--- config.mk ---
export PLATFORM = sky130hd
export DESIGN_NAME = priority_queue_delete_max
export DESIGN_NICKNAME = d
export VERILOG_FILES = /design/src/pqdm_pkg.sv /design/src/priority_queue_delete_max.sv /design/src/pqdm_ctrl.sv /design/src/pqdm_dp.sv
export VERILOG_INCLUDE_DIRS = /design/src /design/src/src
export SDC_FILE = /design/constraint.sdc
export NUM_CORES = 1
export LEC_CHECK = 0
export BUFFER_PORTS_ARGS = -buffer_cell sky130_fd_sc_hd__buf_4
export CAP_MARGIN = 20
export CELL_PAD_IN_SITES_DETAIL_PLACEMENT = 0
export CELL_PAD_IN_SITES_GLOBAL_PLACEMENT = 2
export CORE_ASPECT_RATIO = 0.8
export CORE_MARGIN = 2
export CORE_UTILIZATION = 42
export CTS_BUF_LIST = sky130_fd_sc_hd__clkbuf_4
export DETAILED_ROUTE_END_ITERATION = 16
export PLACE_DENSITY = 0.78
export RECOVER_POWER = 50
export SYNTH_ARGS = -nofsm -noshare
export SYNTH_HDL_FRONTEND = slang
export SYNTH_SLANG_ARGS = --single-unit
--- constraint.sdc ---
create_clock -name clk -period 4.8 [get_ports clk]
set_clock_uncertainty 0.05 [all_clocks]
set_input_delay 0.72 -clock clk [delete_from_list [all_inputs] [get_ports clk]]
set_output_delay 0.72 -clock clk [all_outputs]
set_load 0.1 [all_outputs]
--- src/assert_macros.svh ---
// Assertion helpers used by the RTL datapath.
`ifndef ASSERT_MACROS_SVH
`define ASSERT_MACROS_SVH

// Concurrent check on the rising clock edge, masked while reset is held.
`define ASSERT_CLK(label, prop, msg) \
  label: assert property (@(posedge clk) disable iff (!rst_n) prop) else $error(msg);

// Condition that must never be true outside reset.
`define ASSERT_NEVER(label, cond, msg) \
  label: assert property (@(posedge clk) disable iff (!rst_n) !(cond)) else $error(msg);

`endif

--- src/pqdm_pkg.sv ---
`default_nettype none
package pqdm_pkg;

  localparam int DEPTH = 8;
  localparam int IDX_W = (DEPTH > 1) ? $clog2(DEPTH) : 1;
  localparam int CNT_W = $clog2(DEPTH + 1);

  localparam logic [1:0] OP_INSERT = 2'd0;
  localparam logic [1:0] OP_DELETE = 2'd1;
  localparam logic [1:0] OP_PEEK   = 2'd2;

  localparam logic [1:0] ST_OK    = 2'd0;
  localparam logic [1:0] ST_OVER  = 2'd1;
  localparam logic [1:0] ST_UNDER = 2'd2;

  typedef logic signed [31:0] pqdm_value_t;

  typedef struct packed {
    logic [1:0]  op;
    pqdm_value_t value;
  } pqdm_in_t;

  typedef struct packed {
    pqdm_value_t value_res;
    logic [1:0]  status;
    logic        empty_res;
    logic [3:0]  count;
  } pqdm_out_t;

  // Commands from the controller to the datapath.
  typedef struct packed {
    logic load;
    logic exec_short;
    logic scan;
    logic shift;
    logic emit;
  } pqdm_cmd_t;

  // Status from the datapath to the controller.
  typedef struct packed {
    logic op_delete;
    logic empty;
    logic scan_last;
    logic out_free;
  } pqdm_sts_t;

  // The reported count is the low four bits of the fill level.
  function automatic logic [3:0] cnt_to_res(input logic [CNT_W-1:0] c);
    logic [CNT_W+3:0] w;
    w = {4'b0000, c};
    return w[3:0];
  endfunction

endpackage
`default_nettype wire

--- src/priority_queue_delete_max.sv ---
// Insert, peek, unused op codes and a delete on an empty queue pass from the accept
// through a decide state to the emit state, which registers the result once the
// output is free. Delete-max on count entries instead scans them for the largest:
// the scan reads one entry per cycle, then a shift state closes the gap. The output
// register lets the next transaction enter.
// Reset (rst_n low, synchronous) empties the queue; stored values are not cleared.
`default_nettype none
module priority_queue_delete_max
  import pqdm_pkg::*;
(
  input  wire logic clk,
  input  wire logic rst_n,
  input  wire logic in_valid,
  output logic      in_ready,
  input  pqdm_in_t  in_data,
  output logic      out_valid,
  input  wire logic out_ready,
  output pqdm_out_t out_data
);

  pqdm_cmd_t cmd;
  pqdm_sts_t sts;

  pqdm_ctrl u_ctrl (
    .clk      (clk),
    .rst_n    (rst_n),
    .in_valid (in_valid),
    .in_ready (in_ready),
    .sts      (sts),
    .cmd      (cmd)
  );

  pqdm_dp u_dp (
    .clk       (clk),
    .rst_n     (rst_n),
    .in_data   (in_data),
    .cmd       (cmd),
    .sts       (sts),
    .out_valid (out_valid),
    .out_ready (out_ready),
    .out_data  (out_data)
  );

endmodule
`default_nettype wire

--- src/pqdm_ctrl.sv ---
`default_nettype none
module pqdm_ctrl
  import pqdm_pkg::*;
(
  input  wire logic clk,
  input  wire logic rst_n,
  input  wire logic in_valid,
  output logic      in_ready,
  input  pqdm_sts_t sts,
  output pqdm_cmd_t cmd
);

  typedef enum logic [2:0] {
    S_IDLE,
    S_DECIDE,
    S_SCAN,
    S_SHIFT,
    S_EMIT
  } state_t;

  state_t state_r, state_nxt;

  always_comb begin
    state_nxt = state_r;
    cmd       = '0;
    in_ready  = 1'b0;
    unique case (state_r)
      S_IDLE: begin
        in_ready = 1'b1;
        if (in_valid) begin
          cmd.load  = 1'b1;
          state_nxt = S_DECIDE;
        end
      end
      S_DECIDE: begin
        if (sts.op_delete && !sts.empty) begin
          state_nxt = S_SCAN;
        end else begin
          cmd.exec_short = 1'b1;
          state_nxt      = S_EMIT;
        end
      end
      S_SCAN: begin
        cmd.scan = 1'b1;
        if (sts.scan_last) begin
          state_nxt = S_SHIFT;
        end
      end
      S_SHIFT: begin
        cmd.shift = 1'b1;
        state_nxt = S_EMIT;
      end
      S_EMIT: begin
        if (sts.out_free) begin
          cmd.emit  = 1'b1;
          state_nxt = S_IDLE;
        end
      end
      default: state_nxt = S_IDLE;
    endcase
  end

  always_ff @(posedge clk) begin
    if (!rst_n) begin
      state_r <= S_IDLE;
    end else begin
      state_r <= state_nxt;
    end
  end

endmodule
`default_nettype wire

--- src/pqdm_dp.sv ---
`default_nettype none
`include "assert_macros.svh"
module pqdm_dp
  import pqdm_pkg::*;
(
  input  wire logic clk,
  input  wire logic rst_n,
  input  pqdm_in_t  in_data,
  input  pqdm_cmd_t cmd,
  output pqdm_sts_t sts,
  output logic      out_valid,
  input  wire logic out_ready,
  output pqdm_out_t out_data
);

  pqdm_value_t      entries_r [DEPTH];
  logic [CNT_W-1:0] count_r;
  logic [CNT_W-1:0] scan_r;
  logic [IDX_W-1:0] pos_r;
  pqdm_value_t      best_r;
  logic [1:0]       op_r;
  pqdm_value_t      value_r;
  pqdm_value_t      res_r;
  logic [1:0]       st_r;
  logic             out_valid_r;
  pqdm_out_t        out_data_r;
  pqdm_value_t      scan_val;

  assign scan_val      = entries_r[scan_r[IDX_W-1:0]];
  assign sts.op_delete = (op_r == OP_DELETE);
  assign sts.empty     = (count_r == '0);
  assign sts.scan_last = ((scan_r + CNT_W'(1)) == count_r);
  assign sts.out_free  = !out_valid_r || out_ready;

  assign out_valid = out_valid_r;
  assign out_data  = out_data_r;

  always_ff @(posedge clk) begin
    if (cmd.load) begin
      op_r    <= in_data.op;
      value_r <= in_data.value;
      scan_r  <= '0;
    end

    if (cmd.exec_short) begin
      unique case (op_r)
        OP_INSERT: begin
          res_r <= '0;
          if (count_r >= CNT_W'(DEPTH)) begin
            st_r <= ST_OVER;
          end else begin
            st_r <= ST_OK;
            entries_r[count_r[IDX_W-1:0]] <= value_r;
          end
        end
        OP_DELETE: begin
          res_r <= '0;
          st_r  <= ST_UNDER;
        end
        OP_PEEK: begin
          if (count_r == '0) begin
            res_r <= '0;
            st_r  <= ST_UNDER;
          end else begin
            res_r <= entries_r[0];
            st_r  <= ST_OK;
          end
        end
        default: begin
          res_r <= '0;
          st_r  <= ST_OK;
        end
      endcase
    end

    // The scan keeps the first of equal maxima: only a strictly larger value wins.
    if (cmd.scan) begin
      if (scan_r == '0 || scan_val > best_r) begin
        best_r <= scan_val;
        pos_r  <= scan_r[IDX_W-1:0];
      end
      scan_r <= scan_r + CNT_W'(1);
    end

    if (cmd.shift) begin
      for (int i = 0; i < DEPTH - 1; i++) begin
        if (IDX_W'(i) >= pos_r) begin
          entries_r[i] <= entries_r[i+1];
        end
      end
      res_r <= best_r;
      st_r  <= ST_OK;
    end

    if (cmd.emit) begin
      out_data_r.value_res <= res_r;
      out_data_r.status    <= st_r;
      out_data_r.empty_res <= (count_r == '0);
      out_data_r.count     <= cnt_to_res(count_r);
    end
  end

  always_ff @(posedge clk) begin
    if (!rst_n) begin
      count_r     <= '0;
      out_valid_r <= 1'b0;
    end else begin
      if (cmd.exec_short && op_r == OP_INSERT && count_r < CNT_W'(DEPTH)) begin
        count_r <= count_r + CNT_W'(1);
      end else if (cmd.shift) begin
        count_r <= count_r - CNT_W'(1);
      end
      if (cmd.emit) begin
        out_valid_r <= 1'b1;
      end else if (out_ready) begin
        out_valid_r <= 1'b0;
      end
    end
  end

  `ASSERT_NEVER(a_count_bound, count_r > CNT_W'(DEPTH), "fill level above depth")
  `ASSERT_CLK(a_emit_free, cmd.emit |-> (!out_valid_r || out_ready), "result overwritten")
  `ASSERT_CLK(a_shift_nonempty, cmd.shift |-> (count_r != '0), "shift on empty queue")
  `ASSERT_CLK(a_scan_range, cmd.scan |-> (scan_r < count_r), "scan past fill level")

endmodule
`default_nettype wire
==> run metrics <==
status=complete, but fails checks; failing checks=capacitance limit, slew limit; # port buffers=78; die height=191.3 um; total gr overflow=0; first-pass GRT wire length=between 60000 and 70000 um; CTS tree=built; clk sinks=413; CP endpoint=u_dp.out_data[10]$_DFFE_PP_; Setup CP Type=reg2reg; DPL Wire Length=26510 um; Peak VDD IR=0.2322 mV; reg2reg setup slack=roughly 0.74 ns; Pins Over Slew Limit=around 120; DR vias/cell=~5.4; crit-path cells=nor3b_1, nor2b_1, clkbuf_2; Setup TNS=0 ns; CORE AREA=between 40000 and 50000 um2; Reg2Reg Depth=3; r2r startpoint=u_ctrl.state_r[2]$_SDFFE_PN0P_; Mapped Area=18420 um2; antenna violations before repair=4; nets=approximately 1500; CP endpoint kind=flop; Worst Path Max Fanout=22; CTS-repair resized insts=0; post-route ant nets=0; Avg Cell Area, Syn=about 14 um2; number of synthesized register bits=413; setup bufs post-CTS=0; Worst-Skew Late Latency=roughly 0.84 ns; most frequent cell after synthesis=edfxtp_1; Core Util, Final=49.03%; hold crit path type=in2reg; R2R Path End=u_dp.out_data[10]$_DFFE_PP_; Final Hold Viols=0; Layout Area Growth over Synthesis=15.08%; clock buffer depth=3; ys flop type=edfxtp_1; hold path start=rst_n; # hold bufs at CTS=34; EDFF count, synth=400; fmax=246.4 MHz; crit-path leading delay family=simple AND/OR/NAND/NOR gates; Synth area leaders=edfxtp_1 (65%), mux4_2 (7.8%), a21oi_1 (3.9%); Iter 0 DRT Violations=948; Final Cell Area=approximately 21000 um2; register area share after synthesis=between 60 and 70%; Crit path depth=3; largest area contributor in the netlist=edfxtp_1; Ports=79; Leakage=about 7.7 nW; Period minus WS final=around 4.1 ns; Critical Path RT=5.19 ns; wire per inst=roughly 22 um; worst setup path start=u_ctrl.state_r[2]$_SDFFE_PN0P_; dpl cell area=just under 20000 um2; vias in the first global route=between 10000 and 15000; gpl congestion=~0.76; RSZ-0062 raised after global routing=false; Rows=roughly 70; CTS H-tree depth=3; final setup fails=0; Worst Setup Start Kind=flop; CTS root buffer=clkbuf_4; 1st-pass router iterations=5; Starting Density=between 40 and 50%; share of cells above drive strength 1=between 20 and 25%; Inserted Clock Buffers=approximately 110; Mapped Nets=1352; Yosys warning total=0; final period utilization=a little over four fifths; slowest CP cell=nor2b_1; total of max-cap violations=4; crit path buf inv count=1; post-synth top area share=65.22%; Post-synth ARST share=0%; most frequent cells after synthesis=edfxtp_1 (400), a21oi_1 (144), nor2_1 (139), nand2_1 (82), inv_1 (72); Max-Slew Margin vs Limit=-77.26%; via count=around 11000; CP arrival=between 4 and 5 ns; CP peak stage delay=approximately 2 ns; worst-margin pin slew=between 2 and 3 ns; GRT Total Usage=between 20% and 30%; count of different cell masters after synthesis=54; pwr dens=~370 nW/um2; Clock Pin Slew Worst Setup and Hold Paths=0.07 ns; die footprint=45550 um2; largest net degree at the start of global routing=66; cell count after synthesis=~1300; Detailed Route WL=between 40000 and 50000 um; Die Span X=between 200 and 250 um; # DRC=0
-- how the worst min path moves through the flow --
stage	to	slack [ns]	cells past startpoint
3_3_place_gp	u_dp.out_data[35]$_DFFE_PP_	0.35	0
3_5_place_dp	u_dp.out_data[28]$_DFFE_PP_	0.35	0
4_1_cts	u_dp.out_valid$_SDFFE_PN0P_	0.05	2
5_1_grt	u_dp.count_r[2]$_SDFFE_PN0P_	0.04	2
6_report	u_dp.out_valid$_SDFFE_PN0P_	0.13	2
2_1_floorplan	u_dp.out_data[10]$_DFFE_PP_	0.35	0
-- logic make-up after synthesis --
logic type | Yosys count | synth area share [%]
and+or+nand+nor | 268 | 6.264
adders and majority gates | 37 | 2.555
buffers and inverters | 145 | 3.458
AOI/OAI and AO/OA | 246 | 7.242
muxes | 160 | 13.47
DFF | 413 | 66.63
xor gates and xnor gates | 8 | 0.3805
-- area by class of cell --
class | instances | area [um2]
Clock buffer | 155 | 1164
Multi-Input combinational cell | 719 | 5622
Sequential cell | 413 | 12270
Timing Repair Buffer | 141 | 997.2
Clock inverter | 32 | 150.1
Fill cell | 3811 | 22030
Antenna cell | 6 | 15.01
Tap cell | 560 | 700.7
Inverter | 72 | 270.3
-- registers in the layout, summed over array words and instances (netlist names), named ones only --
register and cells:
u_ctrl.state_r 3, u_dp.best_r 32, u_dp.count_r 4, u_dp.entries_r 256
u_dp.op_r 2, u_dp.out_data 39, u_dp.out_valid 1, u_dp.pos_r 3
u_dp.res_r 32, u_dp.scan_r 4, u_dp.st_r 2, u_dp.value_r 32
-- layout by cell type (no fill, tap or decap), drive strengths merged, types with 6 or more instances in the layout --
cell and n:
edfxtp 400, mux2i 34, ha 36, inv 72, dfxtp 13, o21ai 72, mux4 64, clkinv 31
diode 6, nor2 139, dlygate4sd3 34, a21oi 144, a21o 6, nand4 8, nand3 6, buf 28
nand2 83, mux2 62, clkbuf 234, xnor2 6
-- through the flow --
| step | hold WS (ns) | worst slack (ns) | std cells | power [mW] |
|---|---|---|---|---|
| 2_1_floorplan | 0.3503 | 0.3914 | 1277 | 4.795 |
| 6_report | 0.1279 | 0.7408 | 2098 | 7.943 |
| 4_1_cts | 0.04774 | 0.8318 | 2092 | 8.072 |
| 3_3_place_gp | 0.3504 | 0.9261 | 1870 | 5.028 |
| 3_5_place_dp | 0.3545 | 0.8680 | 1871 | 5.052 |
| 5_1_grt | 0.03854 | 0.4489 | 2098 | 8.299 |
-- worst register-to-register path, stage by stage, from the launching register on --
cell,delay [ns]
dfxtp_1,0.47
nor3b_1,0.33
nor2b_1,2.01
clkbuf_2,0.81
-- routing by layer --
layer / vias to the layer above / GRT usage [%] / part of all wire [%] / wire, um
met4: 0 / 6.803 / 2.4 / 1097
met3: 101 / 4.491 / 6.7 / 3066
met1: 5585 / 29.96 / 47 / 21420
met5: - / 0 / 0 / 0
met2: 393 / 31.19 / 44 / 20180
li1: 5247 / - / - / -
-- where the power goes --
part           internal, mW  switching (mW)
registers              4.10          0.0727
clock network          1.52            1.46
logic                 0.321           0.475
total                  5.94            2.00
Note: power is estimated with default switching activity, not from simulation.
